`config.mk`:
```
export PLATFORM = sky130hd
export DESIGN_NAME = triangle_tangent_vector_unit_flat
export DESIGN_NICKNAME = d
export VERILOG_FILES = /design/src/hdl/ttv_pkg.sv /design/src/hdl/ttv_if.sv /design/src/hdl/triangle_tangent_vector_unit.sv /design/src/hdl/ttv_serial_mul.sv /design/src/hdl/ttv_sqrt_div.sv /design/src/flat_wrapper.sv
export SDC_FILE = /design/constraint.sdc
export NUM_CORES = 2
export LEC_CHECK = 0
export ABC_AREA = 1
export BUFFER_PORTS_ARGS = -buffer_cell sky130_fd_sc_hd__buf_2
export CAP_MARGIN = 20
export CORE_MARGIN = 2
export CORE_UTILIZATION = 45
export DETAILED_ROUTE_END_ITERATION = 8
export SLEW_MARGIN = 40
export SYNTH_ARGS = -nofsm -noshare
export SYNTH_HDL_FRONTEND = slang
export SYNTH_SLANG_ARGS = --single-unit
```
`constraint.sdc`:
```
create_clock -name clk -period 11.4 [get_ports clk]
set_input_delay 1.14 -clock clk [delete_from_list [all_inputs] [get_ports clk]]
set_output_delay 1.14 -clock clk [all_outputs]
set_load 0.05 [all_outputs]
```
`src/hdl/ttv_pkg.sv`:
```
// ----------------------------------------------------------------------------
// ttv_pkg: shared types and constants of the triangle tangent vector unit
// Field widths, status codes and the sequencer state type.
// ----------------------------------------------------------------------------
package ttv_pkg;

    localparam int MaxVerticesDefault = 65536;
    localparam int CoordBitsDefault   = 16;
    localparam int FieldBits          = 16;
    localparam int IndexBits          = 16;
    localparam int OutBits            = 16;
    localparam int StatusBits         = 2;
    // widest T magnitude: 2*(2^CB)^2 < 2^66 at CB=32, keep one spare bit
    localparam int TanBits            = 68;
    localparam int SqBits             = 62;   // mag < 2^30, sum of 3 squares < 2^62
    localparam int SumBits            = 64;

    localparam logic [StatusBits-1:0] StatOk      = 2'd0;
    localparam logic [StatusBits-1:0] StatDetZero = 2'd1;
    localparam logic [StatusBits-1:0] StatLenZero = 2'd2;

    typedef enum logic [3:0] {
        ST_IDLE,
        ST_MUL,
        ST_NORM,
        ST_SQ,
        ST_SQRT,
        ST_DIV,
        ST_EMIT
    } state_t;

    typedef struct packed {
        logic                  start;
        logic [1:0]            sel;
    } mul_ctl_t;

endpackage

```
`src/hdl/ttv_if.sv`:
```
// ----------------------------------------------------------------------------
// ttv_if: valid/ready channel interfaces
// Corner request channel and tangent result channel.
// ----------------------------------------------------------------------------
interface ttv_corner_if;
    logic                           valid;
    logic                           ready;
    logic [ttv_pkg::IndexBits-1:0]  vtx_index;
    logic [ttv_pkg::FieldBits-1:0]  pos_x;
    logic [ttv_pkg::FieldBits-1:0]  pos_y;
    logic [ttv_pkg::FieldBits-1:0]  pos_z;
    logic [ttv_pkg::FieldBits-1:0]  tex_u;
    logic [ttv_pkg::FieldBits-1:0]  tex_v;
    modport source (output valid, vtx_index, pos_x, pos_y, pos_z, tex_u, tex_v,
                    input ready);
    modport sink   (input valid, vtx_index, pos_x, pos_y, pos_z, tex_u, tex_v,
                    output ready);
endinterface

interface ttv_tangent_if;
    logic                           valid;
    logic                           ready;
    logic [ttv_pkg::IndexBits-1:0]  out_vertex;
    logic [ttv_pkg::OutBits-1:0]    tan_x;
    logic [ttv_pkg::OutBits-1:0]    tan_y;
    logic [ttv_pkg::OutBits-1:0]    tan_z;
    logic [ttv_pkg::StatusBits-1:0] status;
    logic                           last;
    modport source (output valid, out_vertex, tan_x, tan_y, tan_z, status, last,
                    input ready);
    modport sink   (input valid, out_vertex, tan_x, tan_y, tan_z, status, last,
                    output ready);
endinterface

```
`src/hdl/triangle_tangent_vector_unit.sv`:
```
// ----------------------------------------------------------------------------
// triangle_tangent_vector_unit: per-triangle unit tangent
// Holds two corners, on the third forms T, normalizes it to Q1.14 and
// sends three tangent results, one per corner.
// ----------------------------------------------------------------------------
//  channel  | dir | payload                                       | handshake
//  corner   | in  | vtx_index, pos_x/y/z, tex_u/v                 | valid/ready
//  tangent  | out | out_vertex, tan_x/y/z, status, last           | valid/ready
//
//  First two corners of a triangle are held as they are taken. The third
//  corner runs 8 shift-add products (T and determinant) on the shared
//  multiplier; the index reduction modulo MAX_VERTICES runs bit-serially
//  under them. An ok triangle adds a scale loop, three squares, a square
//  root and three divisions. Results go out one per accepted cycle; a stall
//  holds them. Reset clears the corner count and the sequencer; held corners
//  need none.
// ----------------------------------------------------------------------------
module triangle_tangent_vector_unit #(
    parameter int MAX_VERTICES = ttv_pkg::MaxVerticesDefault,
    parameter int COORD_BITS   = ttv_pkg::CoordBitsDefault
) (
    input  logic clk,
    input  logic rst_n,
    ttv_corner_if.sink    corner,
    ttv_tangent_if.source tangent
);
    // fields are 16 bits; wider coordinates read the field as unsigned
    localparam int CB   = (COORD_BITS > 16) ? 17 : COORD_BITS;
    localparam int DB   = CB + 1;           // delta width, signed
    localparam int MB   = DB;               // delta magnitude width
    localparam int PB   = 2 * MB;           // product width
    localparam int TB   = ttv_pkg::TanBits;
    localparam int IdxB = ttv_pkg::IndexBits;
    localparam logic [IdxB:0] VertMod =
        (MAX_VERTICES >= 65536) ? {1'b1, {IdxB{1'b0}}} : (IdxB+1)'(MAX_VERTICES);

    logic signed [CB-1:0] hp_reg [2][3];
    logic signed [CB-1:0] ht_reg [2][2];
    logic [IdxB-1:0]      hi_reg [2];
    logic [1:0]           cc_reg, cc_next;
    ttv_pkg::state_t      st_reg, st_next;

    logic signed [DB-1:0] dp1_reg [3], dp2_reg [3];
    logic signed [DB-1:0] du1_reg, dv1_reg, du2_reg, dv2_reg;
    logic signed [TB-1:0] t_reg [3];
    logic signed [TB-1:0] det_reg, det_next;
    logic [3:0]           step_reg, step_next;   // product step 0..7
    logic [1:0]           k_reg, k_next;
    logic [TB-1:0]        mag_reg [3];
    logic [ttv_pkg::SumBits-1:0] sum_reg;
    logic [31:0]          len_reg;
    logic [15:0]          res_reg [3];
    logic [ttv_pkg::StatusBits-1:0] status_reg, status_next;

    logic                 take;
    logic signed [CB-1:0] cp [3];
    logic signed [CB-1:0] ct [2];

    assign cp[0] = CB'(corner.pos_x);
    assign cp[1] = CB'(corner.pos_y);
    assign cp[2] = CB'(corner.pos_z);
    assign ct[0] = CB'(corner.tex_u);
    assign ct[1] = CB'(corner.tex_v);

    assign corner.ready = (st_reg == ttv_pkg::ST_IDLE);
    assign take = corner.valid && corner.ready;

    // ---------------- shared multiplier ----------------
    logic              mul_start, mul_done;
    logic [31:0]       mul_a, mul_b;
    logic [63:0]       mul_p;
    logic signed [DB-1:0] op_a, op_b;
    logic              neg_prod;

    ttv_serial_mul #(.ABits(32), .BBits(32)) u_mul (
        .clk(clk), .rst_n(rst_n), .start(mul_start),
        .a(mul_a), .b(mul_b), .done(mul_done), .product(mul_p)
    );

    // recurrence unit
    logic        sd_sqrt, sd_div, sd_done;
    logic [31:0] sd_res;

    ttv_sqrt_div u_sd (
        .clk(clk), .rst_n(rst_n), .start_sqrt(sd_sqrt), .start_div(sd_div),
        .radicand(sum_reg), .dividend_mag(mag_reg[k_reg][31:0]),
        .divisor(len_reg), .done(sd_done), .result(sd_res)
    );

    // product schedule: steps 0..5 = T axis terms, 6..7 = det terms
    always_comb
    begin
        op_a = '0;
        op_b = '0;
        case (step_reg)
            4'd0: begin op_a = dp1_reg[0]; op_b = dv2_reg; end
            4'd1: begin op_a = dp2_reg[0]; op_b = dv1_reg; end
            4'd2: begin op_a = dp1_reg[1]; op_b = dv2_reg; end
            4'd3: begin op_a = dp2_reg[1]; op_b = dv1_reg; end
            4'd4: begin op_a = dp1_reg[2]; op_b = dv2_reg; end
            4'd5: begin op_a = dp2_reg[2]; op_b = dv1_reg; end
            4'd6: begin op_a = du1_reg;    op_b = dv2_reg; end
            4'd7: begin op_a = du2_reg;    op_b = dv1_reg; end
            default: ;
        endcase
    end

    logic [MB-1:0] abs_a, abs_b;
    assign abs_a    = op_a[DB-1] ? MB'(-op_a) : MB'(op_a);
    assign abs_b    = op_b[DB-1] ? MB'(-op_b) : MB'(op_b);
    assign neg_prod = op_a[DB-1] ^ op_b[DB-1];

    logic signed [TB-1:0] prod_s;
    assign prod_s = neg_prod ? -$signed({{(TB-PB){1'b0}}, mul_p[PB-1:0]})
                             :  $signed({{(TB-PB){1'b0}}, mul_p[PB-1:0]});

    // normalize shift
    logic [TB-1:0] mx;
    assign mx = (mag_reg[0] > mag_reg[1])
              ? ((mag_reg[0] > mag_reg[2]) ? mag_reg[0] : mag_reg[2])
              : ((mag_reg[1] > mag_reg[2]) ? mag_reg[1] : mag_reg[2]);

    logic sq_phase; // squares reuse step_reg 0..2

    always_comb
    begin
        st_next     = st_reg;
        cc_next     = cc_reg;
        step_next   = step_reg;
        k_next      = k_reg;
        status_next = status_reg;
        det_next    = det_reg;
        mul_a       = '0;
        mul_b       = '0;
        sq_phase    = 1'b0;
        case (st_reg)
            ttv_pkg::ST_IDLE:
            begin
                if (take)
                begin
                    if (cc_reg == 2'd2)
                    begin
                        cc_next   = 2'd0;
                        step_next = '0;
                        st_next   = ttv_pkg::ST_MUL;
                    end
                    else
                        cc_next = cc_reg + 2'd1;
                end
            end
            ttv_pkg::ST_MUL:
            begin
                mul_a = 32'(abs_a);
                mul_b = 32'(abs_b);
                if (mul_done)
                begin
                    if (step_reg == 4'd7)
                    begin
                        det_next = det_reg - prod_s;
                        st_next  = ttv_pkg::ST_NORM;
                    end
                    step_next = step_reg + 4'd1;
                end
            end
            ttv_pkg::ST_NORM:
            begin
                if (det_reg == '0)
                begin
                    status_next = ttv_pkg::StatDetZero;
                    k_next      = 2'd0;
                    st_next     = ttv_pkg::ST_EMIT;
                end
                else if (mx == '0)
                begin
                    status_next = ttv_pkg::StatLenZero;
                    k_next      = 2'd0;
                    st_next     = ttv_pkg::ST_EMIT;
                end
                else if (mx[TB-1:30] == '0 && mx[29])
                begin
                    status_next = ttv_pkg::StatOk;
                    step_next   = '0;
                    st_next     = ttv_pkg::ST_SQ;
                end
            end
            ttv_pkg::ST_SQ:
            begin
                sq_phase = 1'b1;
                mul_a = mag_reg[step_reg[1:0]][31:0];
                mul_b = mag_reg[step_reg[1:0]][31:0];
                if (mul_done)
                begin
                    step_next = step_reg + 4'd1;
                    if (step_reg == 4'd2)
                        st_next = ttv_pkg::ST_SQRT;
                end
            end
            ttv_pkg::ST_SQRT:
            begin
                if (sd_done)
                begin
                    k_next  = 2'd0;
                    st_next = ttv_pkg::ST_DIV;
                end
            end
            ttv_pkg::ST_DIV:
            begin
                if (sd_done)
                begin
                    if (k_reg == 2'd2)
                    begin
                        k_next  = 2'd0;
                        st_next = ttv_pkg::ST_EMIT;
                    end
                    else
                        k_next = k_reg + 2'd1;
                end
            end
            ttv_pkg::ST_EMIT:
            begin
                if (tangent.ready)
                begin
                    if (k_reg == 2'd2)
                    begin
                        k_next  = 2'd0;
                        st_next = ttv_pkg::ST_IDLE;
                    end
                    else
                        k_next = k_reg + 2'd1;
                end
            end
            default: st_next = ttv_pkg::ST_IDLE;
        endcase
    end

    // launch pulses, registered in the cycle after entering/advancing
    logic launch_reg, launch_next;
    always_comb
    begin
        launch_next = 1'b0;
        if ((st_next == ttv_pkg::ST_MUL || st_next == ttv_pkg::ST_SQ) &&
            (st_next != st_reg || mul_done))
            launch_next = 1'b1;
        if (st_next == ttv_pkg::ST_SQRT && st_reg != ttv_pkg::ST_SQRT)
            launch_next = 1'b1;
        if (st_next == ttv_pkg::ST_DIV && (st_reg != ttv_pkg::ST_DIV || sd_done))
            launch_next = 1'b1;
    end

    logic mul_go, sqrt_go, div_go;
    assign mul_go  = launch_reg && (st_reg == ttv_pkg::ST_MUL || st_reg == ttv_pkg::ST_SQ);
    assign sqrt_go = launch_reg && (st_reg == ttv_pkg::ST_SQRT);
    assign div_go  = launch_reg && (st_reg == ttv_pkg::ST_DIV);

    // vertex index reduction: restoring remainder, one index bit per cycle,
    // all three indices at once while the products run
    logic [IdxB-1:0] vrem_reg [3], vrem_next [3];
    logic [IdxB-1:0] vsrc_reg [3], vsrc_next [3];
    logic [IdxB:0]   vtrial [3];
    logic [4:0]      vcnt_reg, vcnt_next;

    always_comb
    begin
        vcnt_next = vcnt_reg;
        for (int i = 0; i < 3; i++)
        begin
            vrem_next[i] = vrem_reg[i];
            vsrc_next[i] = vsrc_reg[i];
            vtrial[i]    = {vrem_reg[i], vsrc_reg[i][IdxB-1]};
        end
        if (take && cc_reg == 2'd2)
        begin
            vsrc_next[0] = hi_reg[0];
            vsrc_next[1] = hi_reg[1];
            vsrc_next[2] = corner.vtx_index;
            for (int i = 0; i < 3; i++)
                vrem_next[i] = '0;
            vcnt_next = 5'(IdxB);
        end
        else if (vcnt_reg != '0)
        begin
            for (int i = 0; i < 3; i++)
            begin
                vsrc_next[i] = vsrc_reg[i] << 1;
                if (vtrial[i] >= VertMod)
                    vrem_next[i] = IdxB'(vtrial[i] - VertMod);
                else
                    vrem_next[i] = IdxB'(vtrial[i]);
            end
            vcnt_next = vcnt_reg - 5'd1;
        end
    end

    always_ff @(posedge clk or negedge rst_n)
    begin
        if (!rst_n)
        begin
            st_reg     <= ttv_pkg::ST_IDLE;
            cc_reg     <= 2'd0;
            step_reg   <= '0;
            k_reg      <= '0;
            launch_reg <= 1'b0;
            status_reg <= ttv_pkg::StatOk;
            vcnt_reg   <= '0;
        end
        else
        begin
            st_reg     <= st_next;
            cc_reg     <= cc_next;
            step_reg   <= step_next;
            k_reg      <= k_next;
            launch_reg <= launch_next;
            status_reg <= status_next;
            vcnt_reg   <= vcnt_next;
        end
    end

    always_ff @(posedge clk)
    begin
        for (int i = 0; i < 3; i++)
        begin
            vrem_reg[i] <= vrem_next[i];
            vsrc_reg[i] <= vsrc_next[i];
        end
    end

    // payload datapath
    always_ff @(posedge clk)
    begin
        if (take && cc_reg != 2'd2)
        begin
            for (int i = 0; i < 3; i++)
                hp_reg[cc_reg[0]][i] <= cp[i];
            ht_reg[cc_reg[0]][0] <= ct[0];
            ht_reg[cc_reg[0]][1] <= ct[1];
            hi_reg[cc_reg[0]]    <= corner.vtx_index;
        end
        if (take && cc_reg == 2'd2)
        begin
            for (int i = 0; i < 3; i++)
            begin
                dp1_reg[i] <= DB'(hp_reg[1][i]) - DB'(hp_reg[0][i]);
                dp2_reg[i] <= DB'(cp[i]) - DB'(hp_reg[0][i]);
                t_reg[i]   <= '0;
            end
            du1_reg <= DB'(ht_reg[1][0]) - DB'(ht_reg[0][0]);
            dv1_reg <= DB'(ht_reg[1][1]) - DB'(ht_reg[0][1]);
            du2_reg <= DB'(ct[0]) - DB'(ht_reg[0][0]);
            dv2_reg <= DB'(ct[1]) - DB'(ht_reg[0][1]);
            det_reg <= '0;
        end
        if (st_reg == ttv_pkg::ST_MUL && mul_done)
        begin
            if (step_reg < 4'd6)
            begin
                if (step_reg[0])
                    t_reg[step_reg[2:1]] <= t_reg[step_reg[2:1]] - prod_s;
                else
                    t_reg[step_reg[2:1]] <= t_reg[step_reg[2:1]] + prod_s;
            end
            else if (step_reg == 4'd6)
                det_reg <= prod_s;
            else
            begin
                det_reg <= det_next;
                // magnitudes of sign-corrected T
                for (int i = 0; i < 3; i++)
                    mag_reg[i] <= t_reg[i][TB-1] ? TB'(-t_reg[i]) : TB'(t_reg[i]);
            end
        end
        if (st_reg == ttv_pkg::ST_NORM && det_reg != '0 && mx != '0)
        begin
            for (int i = 0; i < 3; i++)
            begin
                if (mx[TB-1:30] != '0)
                    mag_reg[i] <= mag_reg[i] >> 1;
                else if (!mx[29])
                    mag_reg[i] <= mag_reg[i] << 1;
            end
            sum_reg <= '0;
        end
        if (sq_phase && mul_done)
            sum_reg <= sum_reg + mul_p;
        if (st_reg == ttv_pkg::ST_SQRT && sd_done)
            len_reg <= sd_res;
        if (st_reg == ttv_pkg::ST_NORM)
            for (int i = 0; i < 3; i++)
                res_reg[i] <= '0;
        if (st_reg == ttv_pkg::ST_DIV && sd_done)
            res_reg[k_reg] <= (t_reg[k_reg][TB-1] ^ det_reg[TB-1])
                            ? 16'(-sd_res) : 16'(sd_res);
    end

    // sign of t after det correction is t sign xor det sign; mag is unaffected
    assign sd_sqrt = sqrt_go;
    assign sd_div  = div_go;
    assign mul_start = mul_go;

    assign tangent.valid      = (st_reg == ttv_pkg::ST_EMIT);
    assign tangent.out_vertex = vrem_reg[k_reg];
    assign tangent.tan_x      = res_reg[0];
    assign tangent.tan_y      = res_reg[1];
    assign tangent.tan_z      = res_reg[2];
    assign tangent.status     = status_reg;
    assign tangent.last       = (k_reg == 2'd2);
endmodule

```
`src/hdl/ttv_serial_mul.sv`:
```
// ----------------------------------------------------------------------------
// ttv_serial_mul: bit-serial unsigned multiplier
// Shift-and-add, one multiplier bit per cycle; product = a * b.
// ----------------------------------------------------------------------------
module ttv_serial_mul #(
    parameter int ABits = 34,
    parameter int BBits = 34
) (
    input  logic                   clk,
    input  logic                   rst_n,
    input  logic                   start,
    input  logic [ABits-1:0]       a,
    input  logic [BBits-1:0]       b,
    output logic                   done,
    output logic [ABits+BBits-1:0] product
);
    localparam int CntBits = $clog2(BBits + 1);

    logic [ABits+BBits-1:0] acc_reg, acc_next;
    logic [ABits+BBits-1:0] a_reg, a_next;
    logic [BBits-1:0]       b_reg, b_next;
    logic [CntBits-1:0]     cnt_reg, cnt_next;
    logic                   busy_reg, busy_next;

    always_comb
    begin
        acc_next  = acc_reg;
        a_next    = a_reg;
        b_next    = b_reg;
        cnt_next  = cnt_reg;
        busy_next = busy_reg;
        if (start)
        begin
            acc_next  = '0;
            a_next    = {{BBits{1'b0}}, a};
            b_next    = b;
            cnt_next  = CntBits'(BBits);
            busy_next = 1'b1;
        end
        else if (busy_reg)
        begin
            if (b_reg[0])
                acc_next = acc_reg + a_reg;
            a_next   = a_reg << 1;
            b_next   = b_reg >> 1;
            cnt_next = cnt_reg - 1'b1;
            if (cnt_reg == CntBits'(1))
                busy_next = 1'b0;
        end
    end

    always_ff @(posedge clk or negedge rst_n)
    begin
        if (!rst_n)
        begin
            busy_reg <= 1'b0;
            cnt_reg  <= '0;
        end
        else
        begin
            busy_reg <= busy_next;
            cnt_reg  <= cnt_next;
        end
    end

    always_ff @(posedge clk)
    begin
        acc_reg <= acc_next;
        a_reg   <= a_next;
        b_reg   <= b_next;
    end

    assign done    = busy_reg && (cnt_reg == CntBits'(1));
    assign product = acc_next;
endmodule

```
`src/hdl/ttv_sqrt_div.sv`:
```
// ----------------------------------------------------------------------------
// ttv_sqrt_div: shared digit recurrence unit
// Restoring square root (one result bit per cycle) or restoring division
// with round-to-nearest offset (one quotient bit per cycle).
// ----------------------------------------------------------------------------
module ttv_sqrt_div (
    input  logic        clk,
    input  logic        rst_n,
    input  logic        start_sqrt,
    input  logic        start_div,
    input  logic [63:0] radicand,
    input  logic [31:0] dividend_mag,   // |c| < 2^30
    input  logic [31:0] divisor,        // L, nonzero
    output logic        done,
    output logic [31:0] result
);
    logic [63:0] x_reg, x_next;
    logic [63:0] r_reg, r_next;
    logic [63:0] bit_reg, bit_next;
    logic [45:0] num_reg, num_next;
    logic [31:0] den_reg, den_next;
    logic [32:0] rem_reg, rem_next;
    logic [31:0] q_reg, q_next;
    logic [5:0]  cnt_reg, cnt_next;
    logic        busy_reg, busy_next;
    logic        mode_reg, mode_next;   // 0 sqrt, 1 divide
    logic [32:0] trial;
    logic [63:0] rb;

    always_comb
    begin
        x_next = x_reg; r_next = r_reg; bit_next = bit_reg;
        num_next = num_reg; den_next = den_reg; rem_next = rem_reg;
        q_next = q_reg; cnt_next = cnt_reg; busy_next = busy_reg;
        mode_next = mode_reg;
        rb    = r_reg + bit_reg;
        trial = {rem_reg[31:0], num_reg[45]};
        if (start_sqrt)
        begin
            x_next = radicand; r_next = '0; bit_next = 64'd1 << 62;
            cnt_next = 6'd32; busy_next = 1'b1; mode_next = 1'b0;
        end
        else if (start_div)
        begin
            // numerator = |c|*16384 + L/2 < 2^45
            num_next  = {dividend_mag[31:0], 14'd0} + {15'd0, divisor[31:1]};
            den_next  = divisor; rem_next = '0; q_next = '0;
            cnt_next  = 6'd46; busy_next = 1'b1; mode_next = 1'b1;
        end
        else if (busy_reg)
        begin
            cnt_next = cnt_reg - 1'b1;
            if (cnt_reg == 6'd1)
                busy_next = 1'b0;
            if (!mode_reg)
            begin
                if (x_reg >= rb)
                begin
                    x_next = x_reg - rb;
                    r_next = (r_reg >> 1) + bit_reg;
                end
                else
                    r_next = r_reg >> 1;
                bit_next = bit_reg >> 2;
            end
            else
            begin
                num_next = num_reg << 1;
                if (trial >= {1'b0, den_reg})
                begin
                    rem_next = trial - {1'b0, den_reg};
                    q_next   = {q_reg[30:0], 1'b1};
                end
                else
                begin
                    rem_next = trial;
                    q_next   = {q_reg[30:0], 1'b0};
                end
            end
        end
    end

    always_ff @(posedge clk or negedge rst_n)
    begin
        if (!rst_n)
        begin
            busy_reg <= 1'b0;
            cnt_reg  <= '0;
            mode_reg <= 1'b0;
        end
        else
        begin
            busy_reg <= busy_next;
            cnt_reg  <= cnt_next;
            mode_reg <= mode_next;
        end
    end

    always_ff @(posedge clk)
    begin
        x_reg <= x_next; r_reg <= r_next; bit_reg <= bit_next;
        num_reg <= num_next; den_reg <= den_next; rem_reg <= rem_next;
        q_reg <= q_next;
    end

    assign done   = busy_reg && (cnt_reg == 6'd1);
    assign result = mode_reg ? q_next : r_next[31:0];
endmodule

```
`src/flat_wrapper.sv`:
```
// flat-port wrapper written by rule: the top's interface ports become plain ports
module triangle_tangent_vector_unit_flat 
#(
    parameter int MAX_VERTICES = ttv_pkg::MaxVerticesDefault,
    parameter int COORD_BITS   = ttv_pkg::CoordBitsDefault
)
  (clk, rst_n, corner_valid, corner_vtx_index, corner_pos_x, corner_pos_y, corner_pos_z, corner_tex_u, corner_tex_v, corner_ready, tangent_valid, tangent_out_vertex, tangent_tan_x, tangent_tan_y, tangent_tan_z, tangent_status, tangent_last, tangent_ready);
  ttv_corner_if corner_i ();
  ttv_tangent_if tangent_i ();
  input  logic clk;
  input  logic rst_n;
  input wire logic [$bits(corner_i.valid)-1:0] corner_valid;
  input wire logic [$bits(corner_i.vtx_index)-1:0] corner_vtx_index;
  input wire logic [$bits(corner_i.pos_x)-1:0] corner_pos_x;
  input wire logic [$bits(corner_i.pos_y)-1:0] corner_pos_y;
  input wire logic [$bits(corner_i.pos_z)-1:0] corner_pos_z;
  input wire logic [$bits(corner_i.tex_u)-1:0] corner_tex_u;
  input wire logic [$bits(corner_i.tex_v)-1:0] corner_tex_v;
  output wire logic [$bits(corner_i.ready)-1:0] corner_ready;
  output wire logic [$bits(tangent_i.valid)-1:0] tangent_valid;
  output wire logic [$bits(tangent_i.out_vertex)-1:0] tangent_out_vertex;
  output wire logic [$bits(tangent_i.tan_x)-1:0] tangent_tan_x;
  output wire logic [$bits(tangent_i.tan_y)-1:0] tangent_tan_y;
  output wire logic [$bits(tangent_i.tan_z)-1:0] tangent_tan_z;
  output wire logic [$bits(tangent_i.status)-1:0] tangent_status;
  output wire logic [$bits(tangent_i.last)-1:0] tangent_last;
  input wire logic [$bits(tangent_i.ready)-1:0] tangent_ready;
  assign corner_i.valid = corner_valid;
  assign corner_i.vtx_index = corner_vtx_index;
  assign corner_i.pos_x = corner_pos_x;
  assign corner_i.pos_y = corner_pos_y;
  assign corner_i.pos_z = corner_pos_z;
  assign corner_i.tex_u = corner_tex_u;
  assign corner_i.tex_v = corner_tex_v;
  assign corner_ready = corner_i.ready;
  assign tangent_valid = tangent_i.valid;
  assign tangent_out_vertex = tangent_i.out_vertex;
  assign tangent_tan_x = tangent_i.tan_x;
  assign tangent_tan_y = tangent_i.tan_y;
  assign tangent_tan_z = tangent_i.tan_z;
  assign tangent_status = tangent_i.status;
  assign tangent_last = tangent_i.last;
  assign tangent_i.ready = tangent_ready;
  triangle_tangent_vector_unit #(.MAX_VERTICES(MAX_VERTICES), .COORD_BITS(COORD_BITS)) u_core (.clk(clk), .rst_n(rst_n), .corner(corner_i), .tangent(tangent_i));
endmodule
```
Word-level counts from Yosys, hierarchy flattened --
Memory sizes are Yosys's and may differ from the RTL's. Cells that the tools add are included.
Word-level totals: register bits after elaboration 729, bits in writable memories 846, input bits 100, output and inout bits 69, logic and storage cells 347, memories 10
Cells by class: $add $sub $neg 36, order comparisons 9, equality and inequality tests 40, muxes and demuxes 152, bitwise gates (word level) 12, reduce and logical (&&, ||, !) cells 57
Memory list:
- u_core.mag_reg | words 3, bits a word 68, rd ports 5, clocked after memory_dff 0, write ports 3, line triangle_tangent_vector_unit.sv:49 | logic [TB-1:0] mag_reg [3];
- u_core.t_reg | words 3, bits a word 68, rd ports 5, clocked after memory_dff 0, write ports 3, line triangle_tangent_vector_unit.sv:45 | logic signed [TB-1:0] t_reg [3];
- u_core.hp_reg | words 2, bits a word 48, rd ports 2, clocked after memory_dff 0, write ports 1, line triangle_tangent_vector_unit.sv:37 | logic signed [CB-1:0] hp_reg [2][3];
- u_core.ht_reg | words 2, bits a word 32, rd ports 2, clocked after memory_dff 0, write ports 1, line triangle_tangent_vector_unit.sv:38 | logic signed [CB-1:0] ht_reg [2][2];
- u_core.dp1_reg | words 3, bits a word 17, rd ports 3, clocked after memory_dff 0, write ports 3, line triangle_tangent_vector_unit.sv:43 | logic signed [DB-1:0] dp1_reg [3], dp2_reg [3];
- u_core.dp2_reg | words 3, bits a word 17, rd ports 3, clocked after memory_dff 0, write ports 3, line triangle_tangent_vector_unit.sv:43
- +4 memories
Operators by type and width (number):
- 68-bit two-way mux | 22
- 64-bit two-way mux | 11
- 32-bit two-way mux | 16
- 68-bit > comparator | 3
- 68-bit negator | 3
- 48-bit two-way mux | 4
- 16-bit by 16-bit subtractor with 17-bit output | 10
- 46-bit two-way mux | 3
- 68-bit zero test | 2
- 17-bit case mux with 8 select lines | 1
- 68-bit nonzero test | 2
- 68-bit subtractor | 2
- 64-bit adder | 2
- 32-bit case mux with 2 select lines | 2
- 16-bit two-way mux | 5
- 4-bit two-way mux | 20
- 68-bit adder | 1
- 34-bit negator with 68-bit output | 1
- 68-bit OR reduction | 1
- 63-bit by 63-bit adder with 64-bit output | 1
- 64-bit by 63-bit adder with 64-bit output | 1
- 64-bit greater-or-equal comparator | 1
- 64-bit subtractor | 1
- 17-bit greater-or-equal comparator, second input constant | 3
- other kinds (50) | 188

Logic depth before layout (Yosys ltp) --
An unclocked memory read counts as a cell.
word-level depth 16, mapped depth 48, gate-level depth less buffers 47

Modules after synthesis --
A second synthesis with hierarchy kept.
Second synthesis, totals: cell total of the unflattened synthesis 16465, area, all modules 122208.5 um^2
Modules (own cells, without submodules):
- triangle_tangent_vector_unit | instances 1, cells an instance 10109, area an instance 82156.3 um^2, seq. area each 34423.0 um^2
- ttv_sqrt_div | instances 1, cells an instance 4365, area an instance 27853.0 um^2, seq. area each 7987.7 um^2
- ttv_serial_mul | instances 1, cells an instance 1991, area an instance 12199.2 um^2, seq. area each 4018.9 um^2

Worst setup path before layout --
OpenSTA, ideal clock, no wires.
path type reg2reg, start register u_core.st_reg[3], end register u_core.cc_reg[0], setup time 0.116 ns, arrival 8.710 ns, data required time 11.284 ns, setup slack 2.574 ns, stages on the path, launching flop included 7, buffers on the path 0, clock period less this slack 8.826 ns, cell sequence dfrtp_1 -> nor2_2 -> inv_1 -> nor2_1 -> nand2_1 -> nor3_1 -> o21bai_1
On the way: cells in the longest elaborated chain, start to end 3
RTL lines:
- from (decl) | line triangle_tangent_vector_unit.sv:41 | ttv_pkg::state_t st_reg, st_next;
- from (signal assigned) | line triangle_tangent_vector_unit.sv:298 | st_reg <= ttv_pkg::ST_IDLE;
- from (signal assigned) | line triangle_tangent_vector_unit.sv:308 | st_reg <= st_next;
- 4-bit zero test (*) | line triangle_tangent_vector_unit.sv:65 | assign corner.ready = (st_reg == ttv_pkg::ST_IDLE);
- named net corner_ready | line flat_wrapper.sv:19 | output wire logic [$bits(corner_i.ready)-1:0] corner_ready;
- 1-bit logical AND | line triangle_tangent_vector_unit.sv:66 | assign take = corner.valid && corner.ready;
- 2-bit AND reduction (no line) (*)
- to (signal assigned) | line triangle_tangent_vector_unit.sv:309 | cc_reg <= cc_next;
- to (decl) | line triangle_tangent_vector_unit.sv:40 | logic [1:0] cc_reg, cc_next;
Mark *: on every way through the listed nets, which the timed path passes. The rest lies on a longest branch. A chain may end at the register's enable or synchronous reset.

==> impl_metrics.env <==
export IMPL_gp_routability_congestion=1.00
export IMPL_grt_met2_usage_pct=42.0
export IMPL_cp_arrival_ps=9140
export IMPL_async_flop_share_pct=2.13
export IMPL_die_y_um=513
export IMPL_yosys_area_top_type="edfxtp_1"
export IMPL_via_count=103000
export IMPL_startpoint_type="flop"
export IMPL_p_int_mw=16.8
export IMPL_met3_usage_pct=4.51
export IMPL_grt_pass1_vias=96200
export IMPL_hp_class="input pin to asynchronous set/reset pin"
export IMPL_finalHoldViolations=0
export IMPL_ys_warn_count=0
export IMPL_synthFlopType="edfxtp_1"
export IMPL_stdcell_count=18600
export IMPL_wl_per_cell_um=20.7
export IMPL_p_seq_share_pct=27.8
export IMPL_drt_iter0_drc=10700
export IMPL_crit_buf_inv=8
export IMPL_fin_crit_ps=8520
export IMPL_clk_pin_slew_ps=60
export IMPL_slew_headroom_pct=32.3
export IMPL_ff2ff_setup_slack_ps=2880
export IMPL_vdd_ir_drop_max_mv=0.145
export IMPL_die_area_mm2=0.263
export IMPL_grt_max_degree=156
export IMPL_synth_xor_area_share_pct=5.18
export IMPL_p_leak_nw=56.7
export IMPL_r2r_start="u_core.step_reg[1]$_DFFE_PN0P_"
export IMPL_synth_seq_cells=1643
export IMPL_cts_root_buffer="clkbuf_16"
export IMPL_setup_viol=0
export IMPL_io_pins=169
export IMPL_synth_area_mm2=0.117
export IMPL_finClkSkew_ps=41.7
export IMPL_crit_family="compound AO/OA/AOI/OAI gates"
export IMPL_power_density_mw_per_mm2=246
export IMPL_final_nets=16000
export IMPL_fin_setup_tns_ps=0
export IMPL_p_total_mw=31.4
export IMPL_synth_mux_area_fraction_pct=0
export IMPL_avgSynthCellArea_um2=7.78
export IMPL_slowest_stage="inv_2"
export IMPL_drc_errors=0
export IMPL_synth_top_family_by_area="simple AND/OR/NAND/NOR gates"
export IMPL_synthSimpleGateAreaFrac_pct=22.5
export IMPL_synth_adder_area_share_pct=9.09
export IMPL_area_growth_pct=9.63
export IMPL_die_w_um=513
export IMPL_critPathMaxStageDelay_ps=580
export IMPL_clock_fmax_ghz=0.117
export IMPL_vias_per_cell=5.51
export IMPL_synth_cell_types=78
export IMPL_drive_gt1_share_pct=5.74
export IMPL_power_switching_mw=14.7
export IMPL_cp_required_ps=12020
export IMPL_start_util_pct=45.3
export IMPL_path_depth=39
export IMPL_rows=186
export IMPL_core_area_mm2=0.257
export IMPL_sw_frac_of_total_pct=46.7
export IMPL_synth_enable_flop_cells=1335
export IMPL_drtAntennaViolNets=0
export IMPL_yosysTopAreaCellShare_pct=34.4
export IMPL_grt_busiest_layer="met1"
export IMPL_netlist_instances=15000
export IMPL_rsz0062_at_grt="false"
export IMPL_maxCapViolations=0
export IMPL_path_class="flop to flop"
export IMPL_htreeDepth=4
export IMPL_crit_fanout=73
export IMPL_numClockSinks=1643
export IMPL_grt_pass1_wl_um=583000
export IMPL_insertion_delay_ps=900
export IMPL_synth_area_top_cells="edfxtp_1, nand2_1, ha_1"
export IMPL_final_max_slew_viol_count=0
export IMPL_cp_end_kind="flop"
export IMPL_gr_usage_met1_pct=42.3
export IMPL_synth_compound_area_share_pct=15.2
export IMPL_antenna_found_initial=18
export IMPL_pwr_share_comb_pct=52.2
export IMPL_ff2ff_path_depth=39
export IMPL_rr_endpoint="u_core.t_reg[2][63]$_SDFFCE_PN0P_"
export IMPL_cts_tree="done"
export IMPL_cts_max_path_buffers=4
export IMPL_place_inst=18300
export IMPL_cts_resized=0
export IMPL_cp_common_cell="nand2_1"
export IMPL_dr_pass1_iters=9
export IMPL_cts_hold_buf=0
export IMPL_routed_wl_um=385000
export IMPL_clkPwrFrac_pct=20.0
export IMPL_largest_register_ffs=272
export IMPL_fin_crit_sh_pct=74.8
export IMPL_max_slew_worst_pin_slew_ps=1010
export IMPL_grt_use_total_pct=28.4
export IMPL_cts_buffers_inserted=194
export IMPL_cts_setup_buffers=0
export IMPL_grt_ovfl_total=0
export IMPL_hpwl_um=297000
export IMPL_outcome="completed"
export IMPL_ys_seq_area_share_pct=39.8
export IMPL_io_buffers=168
-- per-layer routing --
layer	wire length, µm	vias to the layer above
met5	83	-
met4	13300	14
met3	31900	540
met2	161000	3706
met1	179000	47500
li1	-	50900
-- kinds of logic (layout without fill, tap and decap cells) --
kind of cell / Yosys count / after routing
AO/OA/AOI/OAI: 3079 / 3079
XOR/XNOR: 690 / 690
adder cells (fa/ha/maj): 837 / 837
buffers and inverters: 2494 / 2690
flip-flops: 1643 / 1643
other: 1 / 79
AND/OR/NAND/NOR: 6232 / 6232
-- how the worst max path moves through the flow --
| stage | from | to | slack, ps |
|---|---|---|---|
| global placement | u_core.step_reg[1]$_DFFE_PN0P_ | u_core.t_reg[2][63]$_SDFFCE_PN0P_ | 2660 |
| finish | u_core.step_reg[1]$_DFFE_PN0P_ | u_core.t_reg[2][63]$_SDFFCE_PN0P_ | 2880 |
| CTS | u_core.step_reg[1]$_DFFE_PN0P_ | u_core.t_reg[2][63]$_SDFFCE_PN0P_ | 2870 |
| detailed placement | u_core.step_reg[1]$_DFFE_PN0P_ | u_core.t_reg[2][63]$_SDFFCE_PN0P_ | 2880 |
| floorplan | u_core.st_reg[3]$_DFF_PN0_ | u_core.cc_reg[0]$_DFFE_PN0P_ | 2570 |
| global route | u_core.step_reg[1]$_DFFE_PN0P_ | u_core.t_reg[3][63]$_DFFE_PP_ | 2300 |
-- power by group through the flow --
| stage | Clock, mW | Sequential (mW) | Combinational (mW) |
|---|---|---|---|
| global placement | 0 | 8.81 | 16.0 |
| floorplan | 0 | 8.52 | 11.7 |
| global route | 6.59 | 8.82 | 18.3 |
| CTS | 6.40 | 8.70 | 16.1 |
| detailed placement | 0 | 8.81 | 16.0 |
| finish | 6.29 | 8.74 | 16.4 |
-- placed cells by master, fill, tap and decap left out, types with 269 or more instances in the layout --
master / Yosys / final
xor2_1: 458 / 458
ha_1: 820 / 820
inv_1: 1993 / 1985
dfxtp_1: 273 / 273
o21ai_0: 983 / 981
a21oi_1: 1119 / 1104
nand4_1: 269 / 269
nor2_1: 1353 / 1341
edfxtp_1: 1335 / 1335
nand3_1: 570 / 569
nand2_1: 3549 / 3531
-- synthesized netlist by cell type (66+ instances only) --
cell type and instances:
buf_2 73, nand4_1 269, nand2_1 3549, nand3_1 570
xnor2_1 232, o211ai_1 96, o221ai_1 66, inv_1 1993
o22ai_1 162, nor2_1 1353, a31oi_1 138, xor2_1 458
a21oi_1 1119, nor4_1 123, o21ai_0 983, edfxtp_1 1335
clkbuf_1 307, dfxtp_1 273, nor3_1 153, ha_1 820
-- cell type report --
class                   instances  area [µm²]
fillers                     25200      129000
multi-input cells           10900       61100
flip-flops and latches       1643       46400
inverters                    2043        7700
clock buffers                 264        5440
well taps                    3384        4230
repair buffers                291        2000
clock inverters                92         895
diodes                         10        25.0
-- stage by stage --
step	instance area, µm²	worst slack [ps]	hold WS, ps	util (%)
floorplan	117000	2570	400	-
global placement	121000	2660	440	47.0
detailed placement	121000	2880	442	47.2
CTS	128000	2870	303	49.6
global route	128000	2300	341	49.7
finish	128000	2880	334	49.7
Note: power is estimated with default switching activity, not from simulation.
